File: config.mk
export PLATFORM = sky130hd
export DESIGN_NAME = resource_text_tokenizer_top_flat
export DESIGN_NICKNAME = d
export VERILOG_FILES = /design/src/rtl/rtt_pkg.sv /design/src/rtl/rtt_if.sv /design/src/rtl/resource_text_tokenizer_top.sv /design/src/rtl/rtt_front.sv /design/src/rtl/rtt_fifo.sv /design/src/rtl/rtt_back.sv /design/src/flat_wrapper.sv
export SDC_FILE = /design/constraint.sdc
export NUM_CORES = 1
export LEC_CHECK = 0
export BUFFER_PORTS_ARGS = -buffer_cell sky130_fd_sc_hd__buf_2
export CAP_MARGIN = 20
export CELL_PAD_IN_SITES_DETAIL_PLACEMENT = 1
export CELL_PAD_IN_SITES_GLOBAL_PLACEMENT = 2
export CORE_MARGIN = 2
export CORE_UTILIZATION = 44
export DETAILED_ROUTE_END_ITERATION = 10
export PLACE_DENSITY_LB_ADDON = 0.1
export RECOVER_POWER = 25
export SETUP_SLACK_MARGIN = 0.15
export SLEW_MARGIN = 15
export SYNTH_ARGS = -nofsm -noshare
export SYNTH_HDL_FRONTEND = slang
export SYNTH_SLANG_ARGS = --single-unit
File: constraint.sdc
create_clock -name clk_i -period 9.32 [get_ports clk_i]
set_clock_uncertainty 0.05 [all_clocks]
set_input_delay 1.864 -clock clk_i [delete_from_list [all_inputs] [get_ports clk_i]]
set_output_delay 1.864 -clock clk_i [all_outputs]
set_load 0.005 [all_outputs]
File: src/rtl/rtt_pkg.sv
// ----------------------------------------------------------------------------
// rtt_pkg: resource text tokenizer package
// Shared widths, character codes, lexer modes and queue entry types.
// ----------------------------------------------------------------------------
package rtt_pkg;

  // Line counter width and the width of the reported line number
  localparam int LINE_BITS   = 24;
  localparam int LINE_NUM_W  = 24;
  localparam int LINE_WIDE_W = (LINE_BITS > LINE_NUM_W) ? LINE_BITS : LINE_NUM_W;

  // Result queue depth
  localparam int QDEPTH = 4;
  localparam int QPTR_W = $clog2(QDEPTH);
  localparam int QCNT_W = $clog2(QDEPTH + 1);

  // Character codes
  localparam logic [7:0] CH_EQ     = 8'h3D;
  localparam logic [7:0] CH_LBRACE = 8'h7B;
  localparam logic [7:0] CH_RBRACE = 8'h7D;
  localparam logic [7:0] CH_HASH   = 8'h23;
  localparam logic [7:0] CH_TAB    = 8'h09;
  localparam logic [7:0] CH_CR     = 8'h0D;
  localparam logic [7:0] CH_LF     = 8'h0A;
  localparam logic [7:0] CH_SP     = 8'h20;
  localparam logic [7:0] CH_SLASH  = 8'h2F;
  localparam logic [7:0] CH_QUOTE  = 8'h22;
  localparam logic [7:0] CH_BSLASH = 8'h5C;
  localparam logic [7:0] CH_LC_N   = 8'h6E;
  localparam logic [7:0] CH_LC_R   = 8'h72;
  localparam logic [7:0] CH_LC_T   = 8'h74;

  // Lexer modes
  typedef enum logic [2:0] {
    MODE_IDLE      = 3'd0,
    MODE_SLASH     = 3'd1,
    MODE_COMMENT   = 3'd2,
    MODE_WORD      = 3'd3,
    MODE_WORD_ESC  = 3'd4,
    MODE_QUOTE     = 3'd5,
    MODE_QUOTE_ESC = 3'd6
  } rtt_mode_e;

  // One result beat, less line number and last flag
  typedef struct packed {
    logic       has_byte;
    logic [7:0] tok_byte;
    logic       ends_token;
    logic       unterm;
  } rtt_result_t;

  // Queue entry: the one or two results caused by one input beat
  typedef struct packed {
    rtt_result_t            res0;
    rtt_result_t            res1;
    logic                   two;
    logic [LINE_NUM_W-1:0]  line_number;
  } rtt_entry_t;

  // Queue status seen by both sides
  typedef struct packed {
    logic full;
    logic empty;
  } rtt_q_status_t;

  // Map the character after a backslash
  function automatic logic [7:0] map_escape(input logic [7:0] c);
    logic [7:0] m;
    m = c;
    if (c == CH_LC_N) m = CH_LF;
    else if (c == CH_LC_R) m = CH_CR;
    else if (c == CH_LC_T) m = CH_TAB;
    return m;
  endfunction

  // Bytes that close a bare word
  function automatic logic ends_word(input logic [7:0] c);
    return (c == CH_SP) || (c == CH_LF) || (c == CH_TAB) || (c == CH_CR) ||
           (c == CH_EQ) || (c == CH_LBRACE) || (c == CH_RBRACE);
  endfunction

  // Low bits of the line counter as reported
  function automatic logic [LINE_NUM_W-1:0] line_report(input logic [LINE_BITS-1:0] cnt);
    logic [LINE_WIDE_W-1:0] w;
    w = LINE_WIDE_W'(cnt);
    return w[LINE_NUM_W-1:0];
  endfunction

endpackage

File: src/rtl/rtt_if.sv
// ----------------------------------------------------------------------------
// rtt_in_if / rtt_out_if: tokenizer stream channels
// Valid/ready channels for text bytes in and token results out.
// ----------------------------------------------------------------------------
interface rtt_in_if;
  logic       valid;
  logic       ready;
  logic [7:0] text_byte;
  logic       end_of_text;

  modport source (output valid, text_byte, end_of_text, input ready);
  modport sink   (input valid, text_byte, end_of_text, output ready);
endinterface

interface rtt_out_if;
  logic        valid;
  logic        ready;
  logic        has_byte;
  logic [7:0]  token_byte;
  logic        ends_token;
  logic        unterminated_quote;
  logic [23:0] line_number;
  logic        last_result;

  modport source (output valid, has_byte, token_byte, ends_token, unterminated_quote,
                  line_number, last_result, input ready);
  modport sink   (input valid, has_byte, token_byte, ends_token, unterminated_quote,
                  line_number, last_result, output ready);
endinterface

File: src/rtl/resource_text_tokenizer_top.sv
// ----------------------------------------------------------------------------
// resource_text_tokenizer_top: resource text tokenizer
// Splits a byte stream into tokens with line numbers and token-end marks.
// ----------------------------------------------------------------------------
// The tokenizer takes one text byte per cycle on in_i and emits token results
// on out_o. Each byte gives zero, one or two results; the lexer front end
// handles each byte as it is accepted and pushes its results into a four-entry
// queue, and the emitter drains the queue at one result beat per cycle while
// out_o is ready. The input stalls only when the queue is full. Bytes that give no
// result (whitespace, comments, quote or backslash openers) leave the output
// untouched. A beat with end_of_text closes any open token and restarts the
// lexer and the line count at line one.
module resource_text_tokenizer_top (
  input  logic           clk_i,
  input  logic           rst_ni,
  rtt_in_if.sink         in_i,
  rtt_out_if.source      out_o
);
  import rtt_pkg::*;

  logic            push, pop;
  rtt_entry_t      push_data, pop_data;
  rtt_q_status_t   q_status;

  // Lexer: classify bytes and queue their results
  rtt_front u_front (
    .clk_i         (clk_i),
    .rst_ni        (rst_ni),
    .valid_i       (in_i.valid),
    .ready_o       (in_i.ready),
    .text_byte_i   (in_i.text_byte),
    .end_of_text_i (in_i.end_of_text),
    .q_status_i    (q_status),
    .push_o        (push),
    .push_data_o   (push_data)
  );

  // Result queue
  rtt_fifo u_fifo (
    .clk_i       (clk_i),
    .rst_ni      (rst_ni),
    .push_i      (push),
    .push_data_i (push_data),
    .pop_i       (pop),
    .pop_data_o  (pop_data),
    .status_o    (q_status)
  );

  // Emitter: send queued results as output beats
  rtt_back u_back (
    .clk_i                (clk_i),
    .rst_ni               (rst_ni),
    .q_status_i           (q_status),
    .pop_data_i           (pop_data),
    .pop_o                (pop),
    .valid_o              (out_o.valid),
    .ready_i              (out_o.ready),
    .has_byte_o           (out_o.has_byte),
    .token_byte_o         (out_o.token_byte),
    .ends_token_o         (out_o.ends_token),
    .unterminated_quote_o (out_o.unterminated_quote),
    .line_number_o        (out_o.line_number),
    .last_result_o        (out_o.last_result)
  );

endmodule

File: src/rtl/rtt_front.sv
// ----------------------------------------------------------------------------
// rtt_front: tokenizer lexer front end
// Accepts one text byte per cycle while the queue is not full, updates lexer
// mode and line count, and pushes the byte's results into the result queue.
// ----------------------------------------------------------------------------
module rtt_front (
  input  logic                        clk_i,
  input  logic                        rst_ni,
  input  logic                        valid_i,
  output logic                        ready_o,
  input  logic [7:0]                  text_byte_i,
  input  logic                        end_of_text_i,
  input  rtt_pkg::rtt_q_status_t      q_status_i,
  output logic                        push_o,
  output rtt_pkg::rtt_entry_t         push_data_o
);
  import rtt_pkg::*;

  localparam logic [LINE_BITS-1:0] LINE_ONE = LINE_BITS'(1);
  localparam logic [LINE_BITS-1:0] LINE_MAX = {LINE_BITS{1'b1}};

  rtt_mode_e              mode_q, mode_d;
  logic [LINE_BITS-1:0]   line_q, line_d;
  logic                   accept;

  // Between-token handling of the current byte
  logic        idle_emit, idle_ends, idle_bump;
  rtt_mode_e   idle_mode;

  // Results of this beat
  logic        v0, v1, bump;
  rtt_result_t r0, r1;
  logic [7:0]  c;

  assign c       = text_byte_i;
  assign ready_o = !q_status_i.full;
  assign accept  = valid_i && ready_o;

  // Classify a byte seen between tokens
  always_comb begin
    idle_emit = 1'b0;
    idle_ends = 1'b0;
    idle_bump = 1'b0;
    idle_mode = MODE_IDLE;
    if ((c == CH_SP) || (c == CH_TAB) || (c == CH_CR)) begin
      idle_mode = MODE_IDLE;
    end else if (c == CH_LF) begin
      idle_bump = 1'b1;
    end else if (c == CH_SLASH) begin
      idle_mode = MODE_SLASH;
    end else if (c == CH_QUOTE) begin
      idle_mode = MODE_QUOTE;
    end else if ((c == CH_EQ) || (c == CH_LBRACE) || (c == CH_RBRACE) || (c == CH_HASH)) begin
      idle_emit = 1'b1;
      idle_ends = 1'b1;
    end else if (c == CH_BSLASH) begin
      idle_mode = MODE_WORD_ESC;
    end else begin
      idle_emit = 1'b1;
      idle_mode = MODE_WORD;
    end
  end

  // Lexer step: results, next mode and line bump
  always_comb begin
    v0     = 1'b0;
    v1     = 1'b0;
    r0     = '0;
    r1     = '0;
    bump   = 1'b0;
    mode_d = mode_q;
    if (end_of_text_i) begin
      // Close whatever is open, then return to reset state
      mode_d = MODE_IDLE;
      unique case (mode_q)
        MODE_SLASH: begin
          v0 = 1'b1;
          r0 = '{has_byte: 1'b1, tok_byte: CH_SLASH, ends_token: 1'b1, unterm: 1'b0};
        end
        MODE_WORD, MODE_WORD_ESC: begin
          v0 = 1'b1;
          r0 = '{has_byte: 1'b0, tok_byte: 8'h00, ends_token: 1'b1, unterm: 1'b0};
        end
        MODE_QUOTE, MODE_QUOTE_ESC: begin
          v0 = 1'b1;
          r0 = '{has_byte: 1'b0, tok_byte: 8'h00, ends_token: 1'b1, unterm: 1'b1};
        end
        default: begin
          v0 = 1'b0;
        end
      endcase
    end else begin
      unique case (mode_q)
        MODE_SLASH: begin
          v0 = (c != CH_SLASH);
          r0 = '{has_byte: 1'b1, tok_byte: CH_SLASH, ends_token: 1'b0, unterm: 1'b0};
          if (c == CH_SLASH) begin
            mode_d = MODE_COMMENT;
          end else if (ends_word(c)) begin
            r0.ends_token = 1'b1;
            v1     = idle_emit;
            r1     = '{has_byte: 1'b1, tok_byte: c, ends_token: idle_ends, unterm: 1'b0};
            bump   = idle_bump;
            mode_d = idle_mode;
          end else if (c == CH_BSLASH) begin
            mode_d = MODE_WORD_ESC;
          end else begin
            v1     = 1'b1;
            r1     = '{has_byte: 1'b1, tok_byte: c, ends_token: 1'b0, unterm: 1'b0};
            mode_d = MODE_WORD;
          end
        end
        MODE_COMMENT: begin
          if (c == CH_LF) begin
            bump   = 1'b1;
            mode_d = MODE_IDLE;
          end else if (c == CH_CR) begin
            mode_d = MODE_IDLE;
          end
        end
        MODE_WORD: begin
          if (ends_word(c)) begin
            v0     = 1'b1;
            r0     = '{has_byte: 1'b0, tok_byte: 8'h00, ends_token: 1'b1, unterm: 1'b0};
            v1     = idle_emit;
            r1     = '{has_byte: 1'b1, tok_byte: c, ends_token: idle_ends, unterm: 1'b0};
            bump   = idle_bump;
            mode_d = idle_mode;
          end else if (c == CH_BSLASH) begin
            mode_d = MODE_WORD_ESC;
          end else begin
            v0 = 1'b1;
            r0 = '{has_byte: 1'b1, tok_byte: c, ends_token: 1'b0, unterm: 1'b0};
          end
        end
        MODE_WORD_ESC: begin
          v0     = 1'b1;
          r0     = '{has_byte: 1'b1, tok_byte: map_escape(c), ends_token: 1'b0, unterm: 1'b0};
          mode_d = MODE_WORD;
        end
        MODE_QUOTE: begin
          if (c == CH_QUOTE) begin
            v0     = 1'b1;
            r0     = '{has_byte: 1'b0, tok_byte: 8'h00, ends_token: 1'b1, unterm: 1'b0};
            mode_d = MODE_IDLE;
          end else if (c == CH_BSLASH) begin
            mode_d = MODE_QUOTE_ESC;
          end else begin
            bump = (c == CH_LF);
            v0   = 1'b1;
            r0   = '{has_byte: 1'b1, tok_byte: c, ends_token: 1'b0, unterm: 1'b0};
          end
        end
        MODE_QUOTE_ESC: begin
          v0     = 1'b1;
          r0     = '{has_byte: 1'b1, tok_byte: map_escape(c), ends_token: 1'b0, unterm: 1'b0};
          mode_d = MODE_QUOTE;
        end
        default: begin
          v0     = idle_emit;
          r0     = '{has_byte: 1'b1, tok_byte: c, ends_token: idle_ends, unterm: 1'b0};
          bump   = idle_bump;
          mode_d = idle_mode;
        end
      endcase
    end
  end

  // Saturating line count; end of text restarts at line one
  always_comb begin
    line_d = line_q;
    if (bump && (line_q != LINE_MAX)) begin
      line_d = line_q + LINE_ONE;
    end
  end

  // Push the beat's results; line number is after this byte, before restart
  assign push_o                  = accept && v0;
  assign push_data_o.res0        = r0;
  assign push_data_o.res1        = r1;
  assign push_data_o.two         = v1;
  assign push_data_o.line_number = line_report(line_d);

  // Hold lexer state between accepted beats
  always_ff @(posedge clk_i or negedge rst_ni) begin
    if (!rst_ni) begin
      mode_q <= MODE_IDLE;
      line_q <= LINE_ONE;
    end else if (accept) begin
      if (end_of_text_i) begin
        mode_q <= MODE_IDLE;
        line_q <= LINE_ONE;
      end else begin
        mode_q <= mode_d;
        line_q <= line_d;
      end
    end
  end

endmodule

File: src/rtl/rtt_fifo.sv
// ----------------------------------------------------------------------------
// rtt_fifo: result queue
// Short register queue that decouples the lexer from the result emitter.
// ----------------------------------------------------------------------------
module rtt_fifo (
  input  logic                      clk_i,
  input  logic                      rst_ni,
  input  logic                      push_i,
  input  rtt_pkg::rtt_entry_t       push_data_i,
  input  logic                      pop_i,
  output rtt_pkg::rtt_entry_t       pop_data_o,
  output rtt_pkg::rtt_q_status_t    status_o
);
  import rtt_pkg::*;

  localparam logic [QPTR_W-1:0] PTR_ONE = QPTR_W'(1);
  localparam logic [QCNT_W-1:0] CNT_ONE = QCNT_W'(1);
  localparam logic [QCNT_W-1:0] CNT_FULL = QCNT_W'(QDEPTH);

  rtt_entry_t         mem_q [QDEPTH];
  logic [QPTR_W-1:0]  wr_ptr_q, rd_ptr_q;
  logic [QCNT_W-1:0]  cnt_q;
  logic               do_push, do_pop;

  assign status_o.full  = (cnt_q == CNT_FULL);
  assign status_o.empty = (cnt_q == '0);
  assign do_push        = push_i && !status_o.full;
  assign do_pop         = pop_i && !status_o.empty;
  assign pop_data_o     = mem_q[rd_ptr_q];

  // Store pushed entries
  always_ff @(posedge clk_i) begin
    if (do_push) begin
      mem_q[wr_ptr_q] <= push_data_i;
    end
  end

  // Advance pointers and occupancy
  always_ff @(posedge clk_i or negedge rst_ni) begin
    if (!rst_ni) begin
      wr_ptr_q <= '0;
      rd_ptr_q <= '0;
      cnt_q    <= '0;
    end else begin
      if (do_push) wr_ptr_q <= wr_ptr_q + PTR_ONE;
      if (do_pop)  rd_ptr_q <= rd_ptr_q + PTR_ONE;
      if (do_push && !do_pop) begin
        cnt_q <= cnt_q + CNT_ONE;
      end else if (do_pop && !do_push) begin
        cnt_q <= cnt_q - CNT_ONE;
      end
    end
  end

endmodule

File: src/rtl/rtt_back.sv
// ----------------------------------------------------------------------------
// rtt_back: tokenizer result emitter
// Pops queue entries and sends their one or two results as output beats.
// ----------------------------------------------------------------------------
module rtt_back (
  input  logic                      clk_i,
  input  logic                      rst_ni,
  input  rtt_pkg::rtt_q_status_t    q_status_i,
  input  rtt_pkg::rtt_entry_t       pop_data_i,
  output logic                      pop_o,
  output logic                      valid_o,
  input  logic                      ready_i,
  output logic                      has_byte_o,
  output logic [7:0]                token_byte_o,
  output logic                      ends_token_o,
  output logic                      unterminated_quote_o,
  output logic [23:0]               line_number_o,
  output logic                      last_result_o
);
  import rtt_pkg::*;

  rtt_entry_t   cur_q;
  logic         busy_q;
  logic         idx_q;
  rtt_result_t  sel;
  logic         last, out_take, load;

  // Pick the result slot being sent
  assign sel      = idx_q ? cur_q.res1 : cur_q.res0;
  assign last     = !cur_q.two || idx_q;
  assign out_take = busy_q && ready_i;
  assign load     = (!busy_q || (out_take && last)) && !q_status_i.empty;
  assign pop_o    = load;

  assign valid_o              = busy_q;
  assign has_byte_o           = sel.has_byte;
  assign token_byte_o         = sel.tok_byte;
  assign ends_token_o         = sel.ends_token;
  assign unterminated_quote_o = sel.unterm;
  assign line_number_o        = cur_q.line_number;
  assign last_result_o        = last;

  // Hold the current entry's payload
  always_ff @(posedge clk_i) begin
    if (load) begin
      cur_q <= pop_data_i;
    end
  end

  // Step through the entry's results, then take the next entry
  always_ff @(posedge clk_i or negedge rst_ni) begin
    if (!rst_ni) begin
      busy_q <= 1'b0;
      idx_q  <= 1'b0;
    end else if (load) begin
      busy_q <= 1'b1;
      idx_q  <= 1'b0;
    end else if (out_take) begin
      if (last) begin
        busy_q <= 1'b0;
        idx_q  <= 1'b0;
      end else begin
        idx_q  <= 1'b1;
      end
    end
  end

endmodule
File: src/flat_wrapper.sv
// flat-port wrapper written by rule: the top's interface ports become plain ports
module resource_text_tokenizer_top_flat import rtt_pkg::*;
  (clk_i, rst_ni, in_i_valid, in_i_text_byte, in_i_end_of_text, in_i_ready, out_o_valid, out_o_has_byte, out_o_token_byte, out_o_ends_token, out_o_unterminated_quote, out_o_line_number, out_o_last_result, out_o_ready);
  rtt_in_if in_i_i ();
  rtt_out_if out_o_i ();
  input  logic clk_i;
  input  logic rst_ni;
  input wire logic [$bits(in_i_i.valid)-1:0] in_i_valid;
  input wire logic [$bits(in_i_i.text_byte)-1:0] in_i_text_byte;
  input wire logic [$bits(in_i_i.end_of_text)-1:0] in_i_end_of_text;
  output wire logic [$bits(in_i_i.ready)-1:0] in_i_ready;
  output wire logic [$bits(out_o_i.valid)-1:0] out_o_valid;
  output wire logic [$bits(out_o_i.has_byte)-1:0] out_o_has_byte;
  output wire logic [$bits(out_o_i.token_byte)-1:0] out_o_token_byte;
  output wire logic [$bits(out_o_i.ends_token)-1:0] out_o_ends_token;
  output wire logic [$bits(out_o_i.unterminated_quote)-1:0] out_o_unterminated_quote;
  output wire logic [$bits(out_o_i.line_number)-1:0] out_o_line_number;
  output wire logic [$bits(out_o_i.last_result)-1:0] out_o_last_result;
  input wire logic [$bits(out_o_i.ready)-1:0] out_o_ready;
  assign in_i_i.valid = in_i_valid;
  assign in_i_i.text_byte = in_i_text_byte;
  assign in_i_i.end_of_text = in_i_end_of_text;
  assign in_i_ready = in_i_i.ready;
  assign out_o_valid = out_o_i.valid;
  assign out_o_has_byte = out_o_i.has_byte;
  assign out_o_token_byte = out_o_i.token_byte;
  assign out_o_ends_token = out_o_i.ends_token;
  assign out_o_unterminated_quote = out_o_i.unterminated_quote;
  assign out_o_line_number = out_o_i.line_number;
  assign out_o_last_result = out_o_i.last_result;
  assign out_o_i.ready = out_o_ready;
  resource_text_tokenizer_top u_core (.clk_i(clk_i), .rst_ni(rst_ni), .in_i(in_i_i), .out_o(out_o_i));
endmodule
### Word-level counts from Yosys, hierarchy flattened

Memory sizes are Yosys's and may differ from the RTL's. A register that Yosys moved wholly into a read port is not among the register bits.
Cells that the tools add are included.

* add/subtract/negate cells: 5
* equality and inequality tests: 26
* multiplexer cells: 74
* reductions and logical operators: 39

Operator list (count)
* 11-bit 2-to-1 mux: 9
* 11-bit case mux with 5 select lines: 1
* 3-bit 2-to-1 mux: 17
* 8-bit by 7-bit == test with 1-bit output (second input constant): 6
* 24-bit 2-to-1 mux: 2
* 8-bit by 6-bit == test with 1-bit output (second input constant): 5
* 1-bit 2-to-1 mux: 36
* 11-bit case mux with 3 select lines: 1
* 24-bit by 1-bit adder with 24-bit output (second input constant): 1
* 8-bit by 4-bit == test with 1-bit output (second input constant): 3
* 8-bit 2-to-1 mux: 3
* 24-bit inequality test (second input constant): 1
* 11-bit case mux with 2 select lines: 1
* 3-bit case mux with 6 select lines: 1
* 1-bit logical OR: 13
* 3-bit == test (second input constant): 4
* 4-bit inequality test (second input constant): 3
* 1-bit logical AND: 10
* 1-bit case mux with 5 select lines: 2
* 8-bit by 6-bit inequality test with 1-bit output (second input constant): 1
* 3-bit by 2-bit == test with 1-bit output (second input constant): 2
* 1-bit logical NOT: 6
* 2-bit nonzero test: 3
* 2-bit OR reduction: 3
* other kinds (9): 10

* bits in registers: 36
* RAM bits: 188
* output and inout port bits: 38
* memories: 1

Memories
* u_core.u_fifo.mem_q: depth 4, width 47, read ports 1, clocked after memory_dff 1, wr ports 1, line rtt_fifo.sv:20 `rtt_entry_t mem_q [QDEPTH];`

### Depth between registers and ports, before layout

* depth after elaboration: 17
* gate-level depth with buffers: 13
* mapped depth without buffers: 12

### Hierarchy

Synthesis repeated with hierarchy kept, for this count alone.

* cells, all modules: 783
* area, all modules: 12055.3 sq um

By module, submodules not included
* rtt_fifo: times used 1, cells an instance 282, area each 7223.2 sq um, seq. area each 5820.6 sq um
* rtt_front: times used 1, cells an instance 409, area each 2970.3 sq um, seq. area each 676.9 sq um
* rtt_back: times used 1, cells an instance 92, area each 1861.8 sq um, seq. area each 1461.4 sq um

### Least setup slack after synthesis

OpenSTA, ideal clock, no wires.

* kind: input to register
* from: in out_o_ready
* to: reg u_core.u_fifo.cnt_q[1]
* library setup time: 0.125 ns
* data arrival time: 5.482 ns
* required time: 9.145 ns
* path slack: 3.663 ns
* cell stages on the path: 7
* cell sequence: nand2_1 a21oi_1 inv_1 ha_1 inv_1 fa_1 mux2_2

* cells in the longest elaborated chain, start to end: 8

Ends and longest elaborated chain
* start: declaration: line flat_wrapper.sv:19 `input wire logic [$bits(out_o_i.ready)-1:0] out_o_ready;`
* 1-bit logical AND (*): line rtt_back.sv:31 `assign out_take = busy_q && ready_i;`
* 1-bit logical AND (*): line rtt_back.sv:32 `assign load = (!busy_q || (out_take && last)) && !q_status_i.empty;`
* 1-bit logical OR (*): line rtt_back.sv:32
* 1-bit logical AND (*): line rtt_back.sv:32
* named net u_core.pop: line resource_text_tokenizer_top.sv:21 `logic push, pop;`
* 1-bit logical AND (*): line rtt_fifo.sv:28 `assign do_pop = pop_i && !status_o.empty;`
* 1-bit logical NOT: line rtt_fifo.sv:47 `if (do_push && !do_pop) begin`
* 1-bit logical AND: line rtt_fifo.sv:47
* 3-bit 2-to-1 mux or 2-bit nonzero test (tied branches)
* end signal: assignment: line rtt_fifo.sv:48 `cnt_q <= cnt_q + CNT_ONE;`
* end signal: assignment: line rtt_fifo.sv:50 `cnt_q <= cnt_q - CNT_ONE;`
* end: declaration: line rtt_fifo.sv:22 `logic [QCNT_W-1:0] cnt_q;`

Mark *: on every way through the listed nets, which the timed path passes. The rest lies on a longest branch.
A chain may end at the register's enable or synchronous reset.

### Worst setup path after layout

* from: in in_i_end_of_text
* to: reg u_core.u_fifo.cnt_q[2]

* cells in the longest elaborated chain, start to end: 6

Ends and longest elaborated chain
* start: declaration: line flat_wrapper.sv:10 `input wire logic [$bits(in_i_i.end_of_text)-1:0] in_i_end_of_text;`
* 1-bit 2-to-1 mux (*): line rtt_front.sv:72 `if (end_of_text_i) begin`
* 1-bit logical AND (*): line rtt_front.sv:178 `assign push_o = accept && v0;`
* 1-bit logical AND (*): line rtt_fifo.sv:27 `assign do_push = push_i && !status_o.full;`
* named net u_core.u_fifo.do_push: line rtt_fifo.sv:23 `logic do_push, do_pop;`
* 1-bit logical NOT: line rtt_fifo.sv:49 `end else if (do_pop && !do_push) begin`
* 1-bit logical AND: line rtt_fifo.sv:49
* 2-bit nonzero test (no source line)

Marked as above.

==> results.ini <==
[status]
outcome = finished with violations
violations = DRC, capacitance limit, slew limit

[synth]
yosys.area_share.simple = 0.104
synth_area_mm2 = 0.0118
yosysWarnings = 0
synthXorXnorAreaFrac = 0.0224
yosysSeqAreaShare = 0.664
synthArstFlopShare = 0.135
syn_nets = 799
synth_top_area_cell = edfxtp_1
synthMuxAreaShare = 0.113
synth_top_family_by_area = multiplexers
syn_area_per_cell_um2 = 15.1
synth_top_area_frac = 0.588
ys_seq_elements = 266
synth.most_common_cell = edfxtp_1
synth_edf_count = 230
synth_cells = 779
synth.distinct_cells = 70
synth_ff_type = edfxtp_1
synth_compound_area_frac = 0.0515
yosys-top-cells-count = edfxtp_1, nand2_1, nor2_1
synth_area_leaders = edfxtp_1, mux4_2, dfrtp_1
synthAdderAreaFrac = 0.00809

[placement]
hpwl_um = 16800
port_buffers = 50
placed_cell_area_mm2 = 0.0121
gp_congestion = 0.863

[finish]
diodes = 0
fin_nets = 819
area_growth_pct = 10.5
drive_gt1_frac = 0.219
fill_cells = 2569
design_area_mm2 = 0.0130

[grt]
gr-usage-all-layers = 0.190
antenna_found_initial = 0
grt_pass1_wl_um = 40900
grt_max_degree = 49
overflow = 0
grt_pass1_vias = 6790

[floorplanning]
die_h_um = 167
io_pins = 51
die_w_um = 167
rows = 59
die_area_mm2 = 0.0280
core_area_mm2 = 0.0261
start_util = 0.450

[worst_setup_path]
worstSetupPathDepth = 11
start_kind = primary input
reg2reg_to = u_core.u_back.cur_q[37]
path_delay_family = buffers and inverters
worstPathCellList = clkbuf_1 > nor2_1 > o21ai_0 > a21oi_1 > a21oi_2 > ha_1 > inv_1 > fa_1 > xor2_1 > nor2_1 > xor2_1
end_kind = flop
path_class = in2reg
worst-path-max-fanout = 38
r2r_start = u_core.u_fifo.rd_ptr_q[0]
r2r_slack_ns = 4.93
r2r_cells = 2
worst_ep_required_time_ns = 9.72
arrival_ns = 5.19
cp_slowest_cell = clkbuf_1
crit_buf_inv = 2
crit_path_max_incr_delay_ns = 1.35

[route]
drt_iter0_markers = 442
postRouteAntennaNets = 0
drt_first_pass_iters = 8
avgRoutedWirePerCell_um = 22.5
vias = 6588
remaining_drc_errors = 4
viasPerCell = 5.70
wirelength_um = 26100

[cts]
cts_resized = 0
cts_hold_buffers = 0
numCtsBuffers = 29
clkLatencyLatePin_ns = 0.55
clock_sinks = 266
cts_tree = done
clk_pin_slew_worst_paths_ns = 0.05
clk_path_buf_depth = 3
cts_root_buf = clkbuf_16
postCtsSetupBuffers = 0
h-tree-depth = 1

[timing]
min_period_ns = 4.79
worst_pin_slew_ns = 4.11
setup_viol = 0
slew_headroom = -1.74
rsz0062_at_grt = false
final-hold-violation-count = 0
tns_ns = 0
drv_slew = 174
max_clock_freq_ghz = 0.209
min_period_over_period = 0.514

[power_and_ir_drop]
p_leak_nw = 4.50
power_density_mw_per_mm2 = 306
vdd_drop_max_uv = 169

[min_path]
hold_class = reg2reg
min_from = u_core.u_fifo.cnt_q[2]
holdPathStages = 1
hold_end = u_core.u_fifo.cnt_q[2]

[run]
drv_cap = 4

cell type report:
cell class | count | area, µm² | share of cell area
inverter | 15 | 56.3 | 0.00433
clock inverter | 16 | 116 | 0.00895
multi-input combinational | 427 | 3520 | 0.271
sequential | 266 | 7810 | 0.601
tap | 335 | 419 | 0.0323
clock buffer | 37 | 756 | 0.0582
timing repair buffer | 60 | 313 | 0.0241
worst max-delay path by stage:
stage,start,to,slack [ns]
2_1_floorplan,out_o_ready,u_core.u_fifo.cnt_q[1],3.66
3_3_place_gp,in_i_text_byte[4],u_core.u_fifo.cnt_q[2],4.35
3_5_place_dp,in_i_text_byte[4],u_core.u_fifo.cnt_q[2],4.24
4_1_cts,in_i_text_byte[4],u_core.u_fifo.cnt_q[2],4.76
5_1_grt,in_i_end_of_text,u_core.u_fifo.cnt_q[2],4.20
6_report,in_i_end_of_text,u_core.u_fifo.cnt_q[2],4.53
state kept, by name (all words and copies together), names as in the netlist:
name,cells
u_core.u_fifo.cnt_q,3
u_core.u_fifo.rd_ptr_q,2
u_core.u_fifo.mem_q,184
u_core.u_fifo.wr_ptr_q,2
u_core.u_front.mode_q,3
u_core.u_back.cur_q,22
u_core.u_back.idx_q,1
u_core.u_back.line_number_o,24
u_core.u_front.line_q,24
u_core.u_back.valid_o,1
through the flow:
stage	util	power [W]	setup slack, ns	hold slack, ns	instances
2_1_floorplan	-	0.00261	3.66	0.414	779
3_5_place_dp	0.465	0.00295	4.24	0.443	1103
6_report	0.497	0.00397	4.53	0.452	1156
5_1_grt	0.497	0.00419	4.20	0.483	1156
4_1_cts	0.498	0.00401	4.76	0.450	1156
3_3_place_gp	0.465	0.00290	4.35	0.437	1103
layer usage:
metal | share of wire | routed length, µm | vias up | track usage
met5 | 0 | 0 | - | 0
met2 | 0.45 | 11800 | 137 | 0.290
met4 | 0.016 | 425 | 0 | 0.0439
li1 | - | - | 3002 | -
met3 | 0.040 | 1050 | 34 | 0.0199
met1 | 0.49 | 12800 | 3415 | 0.296
power breakdown:
part | internal, W | switching, W
clock network | 0.000601 | 0.000448
registers | 0.00169 | 0.000145
logic | 0.000472 | 0.000621
layout by cell type, fill, tap and decap left out, types with 7 or more instances in the layout:
cell type and count:
dfrtp_1 33, xnor2_1 23, and2_1 10, nand3_1 21
nand2b_1 7, mux4_2 46, a31oi_1 9, nor3_1 13
o21ai_0 37, clkbuf_16 29, mux2_2 12, nor2_1 51
a21oi_1 14, buf_4 8, edfxtp_1 230, nand2_1 56
xor2_1 7, mux2i_1 16, nand4_1 14, clkbuf_1 14
inv_1 15, buf_2 46
worst reg2reg max path, cell delays in order (launching register included):
cell and delay (ns):
dfrtp_2 0.33, clkbuf_1 2.87, mux4_2 0.85
logic make-up after synthesis:
family          after synthesis
mux                          74
fa+ha+maj                     7
flops                       266
compound gates               93
buf+inv                      86
simple gates                223
xor+xnor                     30
Note: power is estimated with default switching activity, not from simulation.
